===== config.mk =====
export PLATFORM = sky130hd
export DESIGN_NAME = array_binary_tree_query_unit
export DESIGN_NICKNAME = d
export VERILOG_FILES = /design/src/rtl/core/abt_pkg.sv /design/src/rtl/core/array_binary_tree_query_unit.sv /design/src/rtl/core/abt_ram.sv /design/src/rtl/core/abt_engine.sv
export SDC_FILE = /design/constraint.sdc
export NUM_CORES = 1
export LEC_CHECK = 0
export ABC_CLOCK_PERIOD_IN_PS = 4300
export BUFFER_PORTS_ARGS = -buffer_cell sky130_fd_sc_hd__buf_2
export CAP_MARGIN = 20
export CORE_ASPECT_RATIO = 0.5
export CORE_MARGIN = 2
export CORE_UTILIZATION = 43
export CTS_BUF_LIST = sky130_fd_sc_hd__clkbuf_8
export DETAILED_ROUTE_END_ITERATION = 8
export SYNTH_ARGS = -nofsm -noshare
export SYNTH_HDL_FRONTEND = slang
export SYNTH_HIERARCHICAL = 1
export SYNTH_SLANG_ARGS = --single-unit

===== constraint.sdc =====
create_clock -name aclk -period 4.3 [get_ports aclk]
set_input_delay 0.215 -clock aclk [delete_from_list [all_inputs] [get_ports aclk]]
set_output_delay 0.215 -clock aclk [all_outputs]
set_load 0.05 [all_outputs]

===== src/rtl/core/abt_pkg.sv =====
// Shared types for the array binary tree query unit: request and status
// codes and the result record handed from the engine to the top level.
// No dependencies.
package abt_pkg;

    typedef enum logic [1:0] {
        REQ_APPEND = 2'd0,
        REQ_QUERY  = 2'd1,
        REQ_CLEAR  = 2'd2
    } req_t;

    typedef enum logic [1:0] {
        STAT_OK    = 2'd0,
        STAT_FOUND = 2'd1,
        STAT_MISS  = 2'd2,
        STAT_FULL  = 2'd3
    } status_t;

    localparam int CHAR_W  = 8;
    localparam int INDEX_W = 7;
    localparam int LEVEL_W = 3;
    localparam int ORDER_W = 7;

    typedef struct packed {
        status_t              status;
        logic [INDEX_W-1:0]   node_index;
        logic [LEVEL_W-1:0]   node_level;
        logic [ORDER_W-1:0]   level_order;
        logic                 has_parent;
        logic [CHAR_W-1:0]    parent_char;
        logic                 has_left;
        logic [CHAR_W-1:0]    left_char;
        logic                 has_right;
        logic [CHAR_W-1:0]    right_char;
    } result_t;

endpackage


===== src/rtl/core/array_binary_tree_query_unit.sv =====
// Array binary tree query unit: level-order node table with append, clear
// and first-match query reporting position, level and neighbouring bytes.
// Append, clear and unused codes go from accept straight to S_EMIT.
// Query: one node memory read per cycle during the scan up to the hit,
// then parent, left and right reads; a miss scans to the last node.
// One item at a time; s_tready rises again as the result enters the output
// register. Synchronous active-low reset empties the table; no clearing pass.
module array_binary_tree_query_unit import abt_pkg::*; #(
    parameter int MAX_NODES = 127
) (
    input  logic        aclk,
    input  logic        aresetn,
    input  logic        s_tvalid,
    output logic        s_tready,
    input  logic [7:0]  s_tdata,   // node_char[7:0]
    input  logic [1:0]  s_tuser,   // req_type[1:0]
    output logic        m_tvalid,
    input  logic        m_tready,
    // node_index[6:0], node_level[9:7], level_order[16:10], has_parent[17],
    // parent_char[25:18], has_left[26], left_char[34:27], has_right[35],
    // right_char[43:36], zero[47:44]
    output logic [47:0] m_tdata,
    output logic [1:0]  m_tuser    // status[1:0]
);

    localparam int AW = $clog2(MAX_NODES + 1);

    logic              ram_we;
    logic [AW-1:0]     ram_waddr;
    logic [CHAR_W-1:0] ram_wdata;
    logic [AW-1:0]     ram_raddr;
    logic [CHAR_W-1:0] ram_rdata;
    result_t           out_res;

    abt_ram #(
        .WIDTH (CHAR_W),
        .DEPTH (MAX_NODES + 1)
    ) u_node_ram (
        .aclk  (aclk),
        .we    (ram_we),
        .waddr (ram_waddr),
        .wdata (ram_wdata),
        .raddr (ram_raddr),
        .rdata (ram_rdata)
    );

    abt_engine #(
        .MAX_NODES (MAX_NODES)
    ) u_engine (
        .aclk      (aclk),
        .aresetn   (aresetn),
        .in_valid  (s_tvalid),
        .in_ready  (s_tready),
        .in_req    (s_tuser),
        .in_char   (s_tdata),
        .out_valid (m_tvalid),
        .out_ready (m_tready),
        .out_res   (out_res),
        .ram_we    (ram_we),
        .ram_waddr (ram_waddr),
        .ram_wdata (ram_wdata),
        .ram_raddr (ram_raddr),
        .ram_rdata (ram_rdata)
    );

    assign m_tuser = out_res.status;
    assign m_tdata = {4'b0000,
                      out_res.right_char, out_res.has_right,
                      out_res.left_char,  out_res.has_left,
                      out_res.parent_char, out_res.has_parent,
                      out_res.level_order, out_res.node_level, out_res.node_index};

    // node memory is written only by an accepted append
    a_write_on_append: assert property (@(posedge aclk) disable iff (!aresetn)
        ram_we |-> (s_tvalid && s_tready && s_tuser == REQ_APPEND))
        else $error("node memory written outside an append beat");

    // one item at a time: not ready again in the cycle after an accept
    a_busy_after_accept: assert property (@(posedge aclk) disable iff (!aresetn)
        (s_tvalid && s_tready) |=> !s_tready)
        else $error("input accepted while previous item still in flight");

    // a hit always names a position and level
    a_hit_has_index: assert property (@(posedge aclk) disable iff (!aresetn)
        (m_tvalid && m_tuser == STAT_FOUND) |-> (m_tdata[6:0] != 7'd0 || MAX_NODES > 127))
        else $error("query hit reported without a position");

    // anything but a hit carries an all-zero payload
    a_zero_on_other: assert property (@(posedge aclk) disable iff (!aresetn)
        (m_tvalid && m_tuser != STAT_FOUND) |-> (m_tdata == 48'd0))
        else $error("non-hit beat carries payload");

endmodule


===== src/rtl/core/abt_ram.sv =====
// Generic simple dual-port RAM: one write port, one read port with a
// registered read. No dependencies.
module abt_ram #(
    parameter int WIDTH = 8,
    parameter int DEPTH = 128,
    localparam int AW   = (DEPTH > 1) ? $clog2(DEPTH) : 1
) (
    input  logic             aclk,
    input  logic             we,
    input  logic [AW-1:0]    waddr,
    input  logic [WIDTH-1:0] wdata,
    input  logic [AW-1:0]    raddr,
    output logic [WIDTH-1:0] rdata
);

    logic [WIDTH-1:0] mem [DEPTH];
    logic [WIDTH-1:0] rdata_reg;

    always_ff @(posedge aclk) begin
        if (we) begin
            mem[waddr] <= wdata;
        end
        rdata_reg <= mem[raddr];
    end

    assign rdata = rdata_reg;

endmodule


===== src/rtl/core/abt_engine.sv =====
// Request sequencer for the array binary tree query unit: appends, clears,
// scans the node memory and fetches parent and children, then holds the
// result in the output register. Depends on abt_pkg.
module abt_engine import abt_pkg::*; #(
    parameter int MAX_NODES = 127,
    localparam int AW       = $clog2(MAX_NODES + 1),
    localparam int LW       = $clog2(AW + 1)
) (
    input  logic              aclk,
    input  logic              aresetn,
    input  logic              in_valid,
    output logic              in_ready,
    input  logic [1:0]        in_req,
    input  logic [CHAR_W-1:0] in_char,
    output logic              out_valid,
    input  logic              out_ready,
    output result_t           out_res,
    output logic              ram_we,
    output logic [AW-1:0]     ram_waddr,
    output logic [CHAR_W-1:0] ram_wdata,
    output logic [AW-1:0]     ram_raddr,
    input  logic [CHAR_W-1:0] ram_rdata
);

    typedef enum logic [2:0] {
        S_IDLE,
        S_SCAN,
        S_PARENT,
        S_LEFT,
        S_RIGHT,
        S_EMIT
    } state_t;

    state_t             state_reg,   state_next;
    logic [AW-1:0]      count_reg,   count_next;
    logic [AW-1:0]      ptr_reg,     ptr_next;
    logic [CHAR_W-1:0]  key_reg,     key_next;
    result_t            res_reg,     res_next;
    logic               ovalid_reg,  ovalid_next;
    result_t            ores_reg,    ores_next;

    logic [LW-1:0]      hit_level;
    logic [AW-1:0]      level_base;
    logic [AW-1:0]      hit_order;
    logic [AW:0]        twice_ptr;
    logic               left_there;
    logic               right_there;
    logic               accept;

    // level = position of the leading one, plus one
    always_comb begin
        hit_level = '0;
        for (int b = 0; b < AW; b++) begin
            if (ptr_reg[b]) begin
                hit_level = LW'(b + 1);
            end
        end
    end

    assign level_base  = (hit_level == '0) ? '0 : (AW'(1) << (hit_level - LW'(1)));
    assign hit_order   = ptr_reg - level_base + AW'(1);
    assign twice_ptr   = {ptr_reg, 1'b0};
    assign left_there  = twice_ptr <= {1'b0, count_reg};
    assign right_there = twice_ptr <  {1'b0, count_reg};

    assign in_ready = (state_reg == S_IDLE);
    assign accept   = in_valid && in_ready;

    always_comb begin
        state_next  = state_reg;
        count_next  = count_reg;
        ptr_next    = ptr_reg;
        key_next    = key_reg;
        res_next    = res_reg;
        ovalid_next = ovalid_reg;
        ores_next   = ores_reg;
        ram_we      = 1'b0;
        ram_waddr   = count_reg + AW'(1);
        ram_wdata   = in_char;
        ram_raddr   = '0;

        if (out_valid && out_ready) begin
            ovalid_next = 1'b0;
        end

        unique case (state_reg)
            S_IDLE: begin
                if (accept) begin
                    key_next   = in_char;
                    res_next   = '0;
                    state_next = S_EMIT;
                    unique case (in_req)
                        REQ_APPEND: begin
                            if (count_reg == AW'(MAX_NODES)) begin
                                res_next.status = STAT_FULL;
                            end else begin
                                ram_we     = 1'b1;
                                count_next = count_reg + AW'(1);
                            end
                        end
                        REQ_QUERY: begin
                            if (count_reg == '0) begin
                                res_next.status = STAT_MISS;
                            end else begin
                                ptr_next   = AW'(1);
                                ram_raddr  = AW'(1);
                                state_next = S_SCAN;
                            end
                        end
                        REQ_CLEAR: begin
                            count_next = '0;
                        end
                        default: begin
                            res_next.status = STAT_OK;
                        end
                    endcase
                end
            end
            S_SCAN: begin
                // read data belongs to ptr_reg; the next address goes out meanwhile
                if (ram_rdata == key_reg) begin
                    res_next.status      = STAT_FOUND;
                    res_next.node_index  = INDEX_W'(ptr_reg);
                    res_next.node_level  = LEVEL_W'(hit_level);
                    res_next.level_order = ORDER_W'(hit_order);
                    res_next.has_parent  = (ptr_reg != AW'(1));
                    res_next.has_left    = left_there;
                    res_next.has_right   = right_there;
                    ram_raddr            = ptr_reg >> 1;
                    state_next           = S_PARENT;
                end else if (ptr_reg == count_reg) begin
                    res_next.status = STAT_MISS;
                    state_next      = S_EMIT;
                end else begin
                    ptr_next  = ptr_reg + AW'(1);
                    ram_raddr = ptr_reg + AW'(1);
                end
            end
            S_PARENT: begin
                res_next.parent_char = res_reg.has_parent ? ram_rdata : '0;
                ram_raddr            = left_there ? AW'(twice_ptr) : '0;
                state_next           = S_LEFT;
            end
            S_LEFT: begin
                res_next.left_char = res_reg.has_left ? ram_rdata : '0;
                ram_raddr          = right_there ? AW'(twice_ptr + (AW+1)'(1)) : '0;
                state_next         = S_RIGHT;
            end
            S_RIGHT: begin
                res_next.right_char = res_reg.has_right ? ram_rdata : '0;
                state_next          = S_EMIT;
            end
            S_EMIT: begin
                // hold until the output register is free
                if (!out_valid || out_ready) begin
                    ovalid_next = 1'b1;
                    ores_next   = res_reg;
                    state_next  = S_IDLE;
                end
            end
            default: begin
                state_next = S_IDLE;
            end
        endcase
    end

    always_ff @(posedge aclk) begin
        if (!aresetn) begin
            state_reg  <= S_IDLE;
            count_reg  <= '0;
            ovalid_reg <= 1'b0;
        end else begin
            state_reg  <= state_next;
            count_reg  <= count_next;
            ovalid_reg <= ovalid_next;
        end
        ptr_reg  <= ptr_next;
        key_reg  <= key_next;
        res_reg  <= res_next;
        ores_reg <= ores_next;
    end

    assign out_valid = ovalid_reg;
    assign out_res   = ores_reg;

endmodule


Yosys cells after proc, flatten, opt, wreduce, memory -nomap -nowiden
Memory sizes are Yosys's and may differ from the RTL's. A register that Yosys moved wholly into a read port is not among the register bits.
Index checks and enable logic that the tools add are counted.
Operators by class
  eq/ne operators: 20
  reduce and logical (&&, ||, !) cells: 23
  add/subtract/negate cells: 6
  muxes and demuxes: 58
  shift operators: 1
  magnitude comparators: 2
Operators with widths (count)
  $mux W7: 13
  $pmux W8 S2: 3
  $mux W46: 1
  $pmux W20 S2: 1
  $mux W3: 12
  $add A7 B1 Y7 const B: 4
  $pmux W7 S2: 2
  $pmux W7 S4: 1
  $mux W8: 3
  $mux W18: 1
  $pmux W3 S6: 1
  $mux W1: 13
  $ne A2 B2 Y1 const B: 6
  $reduce_and A2 Y1: 5
  $reduce_bool A2 Y1: 5
  $reduce_and A3 Y1: 3
  $eq A8 B8 Y1: 1
  $le A8 B7 Y1: 1
  $lt A8 B7 Y1: 1
  $mux W2: 4
  $eq A7 B7 Y1: 1
  $eq A7 B7 Y1 const B: 1
  $logic_not A7 Y1: 1
  $ne A7 B1 Y1 const B: 1
  19 further kinds: 25
Storage, ports and cells
  memory bits (writable): 1024
  bits in registers: 118
  logic and storage cells: 136
  bits of input ports: 14
  memories: 1
Memory list
  u_node_ram.mem: depth 128, width 8, rd ports 1, clocked after Yosys merged registers in 1, write ports 1, RTL line abt_ram.sv:16  | logic [WIDTH-1:0] mem [DEPTH];

Logic depth before layout (Yosys ltp)
Gate-level depths: netlist of run 1.
  depth in word-level cells: 14
  gate-level depth with buffers: 16
  depth with buffers taken out: 16

Modules after synthesis
The synthesis of run 1 kept the hierarchy.
By module, submodules not included
  abt_ram: area an instance 39665.5 um^2, seq. area each 30909.6 um^2, instances 1, cells each 1635
  abt_engine: area an instance 5316.3 um^2, seq. area each 3433.3 um^2, instances 1, cells each 407
  array_binary_tree_query_unit: area an instance 33.8 um^2, seq. area each 0.0 um^2, instances 1, cells each 5

Worst setup path after synthesis of run 1
OpenSTA, ideal clock, no wires.
  kind: register to register
  start point: reg u_engine.state_reg[0]
  end point: reg u_node_ram.rdata_reg[0], in the netlist u_node_ram/rdata[0], read port of u_node_ram.mem
  data arrival time: 3931 ps
  setup slack: 249 ps
  cell stages (with the launch flop): 13
  path buffers: 3
  setup time: 121 ps
  cells stage by stage: dfxtp_1 buf_2 nor2b_1 nand2b_1 nor3_1 o2bb2ai_1 a311o_1 clkbuf_1 buf_1 mux4_2 mux4_2 mux4_2 mux2_2
Between the ends
  longest elaborated chain between the ends: 4
  elaborated cells between the ends (all ways): 7
  classes of those cells: 3 x eq/ne; 2 x mux; 2 x reduce/logical
RTL lines
  from (decl): RTL line abt_engine.sv:34  | state_t state_reg, state_next;
  from (signal assigned): RTL line abt_engine.sv:173  | state_reg <= state_next;
  $logic_not A3 Y1: RTL line abt_engine.sv:66, abt_engine.sv:86
  $logic_and A1 B1 Y1: RTL line abt_engine.sv:67  | assign accept = in_valid && in_ready;
  $mux W7: RTL line abt_engine.sv:88  | if (accept) begin
  $pmux W7 S4 (*): RTL line abt_engine.sv:86  | unique case (state_reg)
  named net ram_raddr[0]: RTL line array_binary_tree_query_unit.sv:31  | logic [AW-1:0] ram_raddr;
  to (decl): RTL line abt_ram.sv:17  | logic [WIDTH-1:0] rdata_reg;
Mark *: on every way through the listed nets, which the timed path passes. The rest lies on a longest branch.
A chain may end at the register's enable or synchronous reset.

Worst setup path after layout of run 1
  start point: reg u_engine.ptr_reg[2]
  end point: reg u_node_ram.rdata_reg[0], in the netlist u_node_ram/rdata[0], read port of u_node_ram.mem
Between the ends
  longest elaborated chain between the ends: 4
  elaborated cells between the ends (all ways): 10
  classes of those cells: 2 x add/sub; 2 x order compare; 1 x eq/ne; 5 x mux
RTL lines
  from (decl): RTL line abt_engine.sv:36  | logic [AW-1:0] ptr_reg, ptr_next;
  from (signal assigned): RTL line abt_engine.sv:177  | ptr_reg <= ptr_next;
  parallel branches: the longest is 3 deep, another holds $lt A8 B7 Y1
  $pmux W7 S4 (*): RTL line abt_engine.sv:86
  named net ram_raddr[0]: RTL line array_binary_tree_query_unit.sv:31
Mark *: on every way through the listed nets, which the timed path passes.

==> results of run 1 <==
## synth_stat cells (all sizes together) (2+ instances only)
library cell	instances	area (um^2)
nor2b	11	68.8
dfxtp	19	380
nand2b	7	43.8
nor2	160	617
nand2	33	124
xor2	5	43.8
inv	18	67.6
clkbuf	57	214
mux2	8	90.1
and2	34	213
nor3	18	90.1
o21ai	8	51.3
mux4	336	7570
a21oi	12	60.1
a31oi	3	18.8
nand4b	2	17.5
nor4	5	31.3
or3b	2	17.5
buf	61	359
a221o	5	50.1
and3	10	62.6
xnor2	23	201
or3	3	18.8
a21boi	2	15.0
o21bai	2	15.0
nand3	22	110
ha	21	263
o2bb2ai	4	35.0
edfxtp	1131	34000
nand4	6	37.5
## worst max-delay path by stage
stage / from / end / depth (start not counted)
2_1_floorplan: u_engine/state_reg[0]$_SDFFE_PN0P_ / u_node_ram/rdata[0]$_DFF_P_ / 12
3_3_place_gp: u_engine/ptr_reg[2]$_SDFFCE_PN0P_ / u_node_ram/rdata[0]$_DFF_P_ / 11
3_5_place_dp: u_engine/ptr_reg[5]$_SDFFCE_PN0P_ / u_node_ram/rdata[0]$_DFF_P_ / 12
4_1_cts: u_engine/ptr_reg[2]$_SDFFCE_PN0P_ / u_node_ram/rdata[4]$_DFF_P_ / 11
5_1_grt: u_engine/ptr_reg[5]$_SDFFCE_PN0P_ / u_node_ram/rdata[0]$_DFF_P_ / 11
6_report: u_engine/ptr_reg[2]$_SDFFCE_PN0P_ / u_node_ram/rdata[0]$_DFF_P_ / 11
## per-layer routing
metal  global-route usage, %  routed length, um  vias up
met2                    30.9              49700      869
met3                    4.58               8260      151
met4                    5.83               2280        0
met1                    29.7              47400    11912
li1                        -                  -     9219
met5                       0                  0        -
## power breakdown
| group | switching (mW) | internal (mW) |
|---|---|---|
| Combinational | 1.14 | 0.860 |
| Clock | 4.06 | 3.90 |
| Sequential | 0.0703 | 12.4 |
| Total | 5.26 | 17.2 |
## cell families after synthesis
logic type,after synthesis,share of synthesized area [%]
multiplexers,345,17.0
buffers and inverters,136,1.42
adder cells (fa/ha/maj),22,0.628
flip-flops,1150,76.3
AO/OA/AOI/OAI,47,0.750
AND/OR/NAND/NOR,318,3.32
XOR/XNOR,28,0.545
other,1,0.00833
## cell type report
class | count | area (um^2) | share of cell area, %
diodes | 3 | 7.51 | 0.0145
clock buffers | 170 | 2340 | 4.52
clock inverters | 123 | 614 | 1.19
inverters | 18 | 67.6 | 0.130
multi-input cells | 764 | 10200 | 19.6
flip-flops and latches | 1150 | 34300 | 66.3
well taps | 1402 | 1750 | 3.39
repair buffers | 298 | 2520 | 4.87
## worst max-delay path, cell delays in order (launching register included)
cell and delay [ps]:
edfxtp_1 460, ha_4 320, nand4b_1 210, a31oi_4 260
nor3_2 80, a311o_2 440, buf_12 200, buf_12 200
mux4_2 470, mux4_2 540, mux4_2 610, mux2_2 310
## placed cells by master (no fill, tap or decap), types with 11 or more instances in the layout
| cell type | instances |
|---|---|
| xnor2_1 | 23 |
| clkinv_1 | 38 |
| edfxtp_1 | 1131 |
| dlygate4sd3_1 | 11 |
| nand2_1 | 33 |
| clkbuf_8 | 170 |
| nand3_1 | 22 |
| nor2b_1 | 11 |
| nor2_1 | 157 |
| a21oi_1 | 11 |
| buf_4 | 195 |
| dfxtp_1 | 19 |
| and2_1 | 34 |
| inv_1 | 87 |
| buf_2 | 55 |
| buf_12 | 22 |
| ha_1 | 18 |
| mux4_2 | 336 |
| nor3_1 | 16 |
## stage by stage
stage          instance area [um^2]  hold WS, ps  power [mW]  std cells  worst slack (ps)
4_1_cts                       51600         5.64        22.6       3918              3.69
3_5_place_dp                  48500          405        14.7       3613              13.1
3_3_place_gp                  48500          401        14.7       3611              1.75
5_1_grt                       51800         38.4        23.2       3926             -88.0
6_report                      51800         23.7        22.4       3928             -2.14
2_1_floorplan                 45000          314        13.9       2050               249
## what timing repair did
| action | CTS | global route |
|---|---|---|
| setup endpoints to repair | 1 | 8 |
| gates resized for setup | 1 | 23 |
| setup buffers | 1 | 3 |
| endpoints found under the hold margin | 69 | 25 |
| gates cloned | 1 | 2 |
| pin swaps | 1 | 5 |
| hold buffers | 10 | 1 |
==> flow_summary.toml, run 1 <==
[status]
status = "complete, but fails checks"
violations = "negative setup slack"

[global_route]
grt_pass1_wl_um = 156000
grt_pass1_vias = 22137
overflow = 0
antenna_found_initial = 5
grt_max_degree = 95
grt_util_all_layers_pct = 20.3

[cts]
cts_made_buffers = 163
ctsRootBufferMaster = "clkbuf_8"
h-tree-depth = 4
cts_tree = "yes"
clkSinkCount = 1150
cts_buffer_depth = 3
clk_latency_ps = 860
clk_pin_slew_ps = 70

[detailed_routing]
postRouteAntennaNets = 0
firstDrtPassIters = 5
via_count = 22151
drtIter0Drc = 2540
post-route-drc-count = 0
viasPerCell = 5.64
avgRoutedWirePerCell_um = 27.4
routed_wl_um = 108000

[final_layout]
area_growth_pct = 15.1
fillCellCount = 8288
final_core_util_pct = 50.2
largest_reg_flops = 1024
fin_nets = 2431
final_layout_size_suffix_gt1_share_pct = 33.1

[floorplan]
rows = 83
core_mm2 = 0.103
dieArea_mm2 = 0.107
start_util_pct = 43.6
ioPinCount = 66
die_h_um = 233
die_w_um = 462

[placed_design]
hpwl_um = 66700
port_buffers = 61
place.gp.congestion = 0.830

[logic_synthesis]
syn_avg_cell_area_um2 = 22.0
synth_cells = 2047
synth_cell_type_count = 54
synth-edff-count = 1131
yosys_warnings = 6
synthFlopType = "edfxtp_1"
async_flop_share_pct = 0
netlist_area_mm2 = 0.0450
ys_ff_latch = 1150
seq_area_frac_synth_pct = 76.3

[worst_setup_path]
critPathArrivalTime_ps = 5030
crit_fanout = 13
required_ps = 5020
reg2reg_depth = 11
start_kind = "flip-flop"
rrSetupSlack_ps = -2
worstSetupPathType = "reg2reg"
r2r-start = "u_engine/ptr_reg[2]$_SDFFCE_PN0P_"
worst_setup_path_end_kind = "flip-flop"
timing.rr.end = "u_node_ram/rdata[0]$_DFF_P_"

[sta]
setup_ws_ps = -2.14
min_period_over_period_pct = 100
period_needed_ps = 4300
clock_skew_ps = 49.8
finalMaxSlewViolations = 0
relSlewSlack_pct = 24.5
setup_viol = 1
clock.fmax_mhz = 232
hold_viol = 0
rsz0062_at_grt = "true"
tightest_slew_ps = 1130
finalSetupTns_ps = -2.14

[hold_path]
hp-start = "s_tdata[3]"
min_path_cells = 1
worstHoldPathType = "in2reg"
hold_end = "u_node_ram/mem[6][3]$_DFFE_PP_"

[job]
max_cap_violations = 0

[power]
ir_drop_uv = 296
powerDensity_mw_per_mm2 = 433
leakage_nw = 16.4
Power figures use the tool's default switching activity.
==> run 2, diff against run 1 <==
- SETUP_SLACK_MARGIN: not set -> 0.5
==> run 2 against run 1 <==
The flow still finishes with violations (negative setup slack). Sequential share of layout area fell by 1.3 points. Combinational power rose by 14%. Maximum frequency fell by 0.76%. Via count rose by 1.9%. Die area did not move. Routed wire length rose by 2.6%. Clock skew fell by 16 ps. Critical path depth rose by 3. Register-to-register slack got worse by 30 ps. Critical endpoint is now u_node_ram/rdata[6]$_DFF_P_. Largest cell class unchanged. Largest power group unchanged.
==> flow_summary.toml, run 2 (synthesis gave the netlist of run 1 again) <==
[sta]
setup_viol = 5
min_period_over_period_pct = 101
clock.fmax_mhz = 231
relSlewSlack_pct = 25.0
rsz0062_at_grt = "true"
setup_ws_ps = -35.3
tightest_slew_ps = 1130
finalSetupTns_ps = -101
hold_viol = 0
clock_skew_ps = 33.5
finalMaxSlewViolations = 0
period_needed_ps = 4340

[worst_setup_path]
start_kind = "flip-flop"
cp_top_family = "multiplexers"
slowest_delay_ps = 590
worst_setup_path_end_kind = "flip-flop"
path_cells = "buf_6 -> xnor2_2 -> nand4_1 -> buf_4 -> nor3_4 -> nor2_1 -> a311o_2 -> buf_12 -> buf_16 -> buf_12 -> mux4_2 -> mux4_2 -> mux4_2 -> mux2_2"
worstSetupPathType = "reg2reg"
required_ps = 5020
critPathSlowestCell = "mux4_2"
critPathArrivalTime_ps = 5050
crit_fanout = 17
timing.critical_path.buf_inv = 5
worst_path_most_repeated_cell = "mux4_2"

[power]
leakage_nw = 16.8
finalPower_mw = 22.8
ir_drop_uv = 252
powerDensity_mw_per_mm2 = 431

[detailed_routing]
postRouteAntennaNets = 0
post-route-drc-count = 0
drtIter0Drc = 2612
firstDrtPassIters = 7
routed_wl_um = 110000
via_count = 22566
avgRoutedWirePerCell_um = 27.8
viasPerCell = 5.67

[placed_design]
hpwl_um = 67400
placed_cell_area_mm2 = 0.0486
place.gp.congestion = 0.868
port_buffers = 61
place_inst = 3614

[cts]
ctsRootBufferMaster = "clkbuf_8"
clkSinkCount = 1150
h-tree-depth = 4
cts_tree = "yes"
clk_pin_slew_ps = 70
clk_latency_ps = 850
cts_buffer_depth = 3
cts_made_buffers = 164

[floorplan]
die_h_um = 233
start_util_pct = 43.6
ioPinCount = 66
die_w_um = 462
rows = 83
dieArea_mm2 = 0.107
core_mm2 = 0.103

[final_layout]
stdcell_area_mm2 = 0.0528
final_common_cell = "edfxtp_1"
final_cell_mix = "1131 x edfxtp_1, 336 x mux4_2, 229 x buf_4, 172 x clkbuf_8, 157 x nor2_1"
final_layout_size_suffix_gt1_share_pct = 35.5
largest_reg_flops = 1024
fin_nets = 2495
final_cells = 3980
area_growth_pct = 17.3
fillCellCount = 8146

[global_route]
antenna_found_initial = 4
grt_max_degree = 92
overflow = 0
grt_pass1_vias = 22490
grt_pass1_wl_um = 159000
grt_util_all_layers_pct = 20.8

[job]
max_cap_violations = 0

[status]
violations = "negative setup slack"
status = "complete, but fails checks"

[hold_path]
worstHoldPathType = "in2reg"
-- run 2: changes by cell type in the layout (fill, tap and decap cells not counted), sizes merged, moves of 3 or more --
| cell | delta |
|---|---|
| inv | -28 |
| dlygate4sd3 | +3 |
| clkinvlp | +3 |
| buf | +55 |
| clkbuf | +6 |
| clkinv | +12 |
-- run 2: final timing paths --
path	start	end	slack, ps	cells after the start
worst max register to register	u_engine/ptr_reg[5]$_SDFFCE_PN0P_	u_node_ram/rdata[6]$_DFF_P_	-40	14
worst max-delay path	u_engine/ptr_reg[5]$_SDFFCE_PN0P_	u_node_ram/rdata[6]$_DFF_P_	-40	14
worst min register to register	u_engine/res_reg[38]$_SDFFCE_PN0P_	u_engine/out_res[38]$_DFFE_PP_	420	0
worst min-delay path	s_tdata[5]	u_node_ram/mem[18][5]$_DFFE_PP_	70	1
-- run 2: routing by layer --
| metal | track usage [%] | up-vias | routed length (um) | share of wire, % |
|---|---|---|---|---|
| met4 | 6.42 | 0 | 2220 | 2.0 |
| met5 | 0 | - | 0 | 0 |
| li1 | - | 9336 | - | - |
| met2 | 32.4 | 981 | 52100 | 47 |
| met1 | 29.9 | 12106 | 46900 | 42 |
| met3 | 4.16 | 143 | 9200 | 8.3 |
-- run 2: where the power goes --
group,leakage [nW],internal (mW),total [mW],switching (mW)
clock network,1.66,3.92,7.98,4.05
logic,4.76,1.05,2.29,1.25
registers,10.4,12.4,12.5,0.0864
total,16.8,17.4,22.8,5.38
-- run 2: repair_timing --
item                                    in CTS  in global routing
endpoints found under the setup margin       8                 76
endpoints found under the hold margin      187                  0
gates cloned                                 9                  5
pin swaps                                    6                  7
setup buffers                               38                 15
gates resized for setup                     42                 17
hold buffers                                14                  0
-- run 2: stage by stage --
stage,utilization (%),setup WS (ps),hold slack [ps]
after floorplan,-,510,314
after global placement,47.0,-22.1,401
after detailed placement,47.0,-38.8,405
after CTS,50.8,133,4.51
after global routing,51.2,-101,81.7
final,51.2,-35.3,67.9
-- run 2: layout make-up --
type	count	area, um^2	area share, %
inverter	18	67.6	0.128
clock buffer	172	2370	4.48
timing repair buffer	361	3480	6.59
sequential	1150	34300	65.0
multi-input combinational	764	10200	19.4
tap	1402	1750	3.32
antenna	3	7.51	0.0142
clock inverter	110	577	1.09
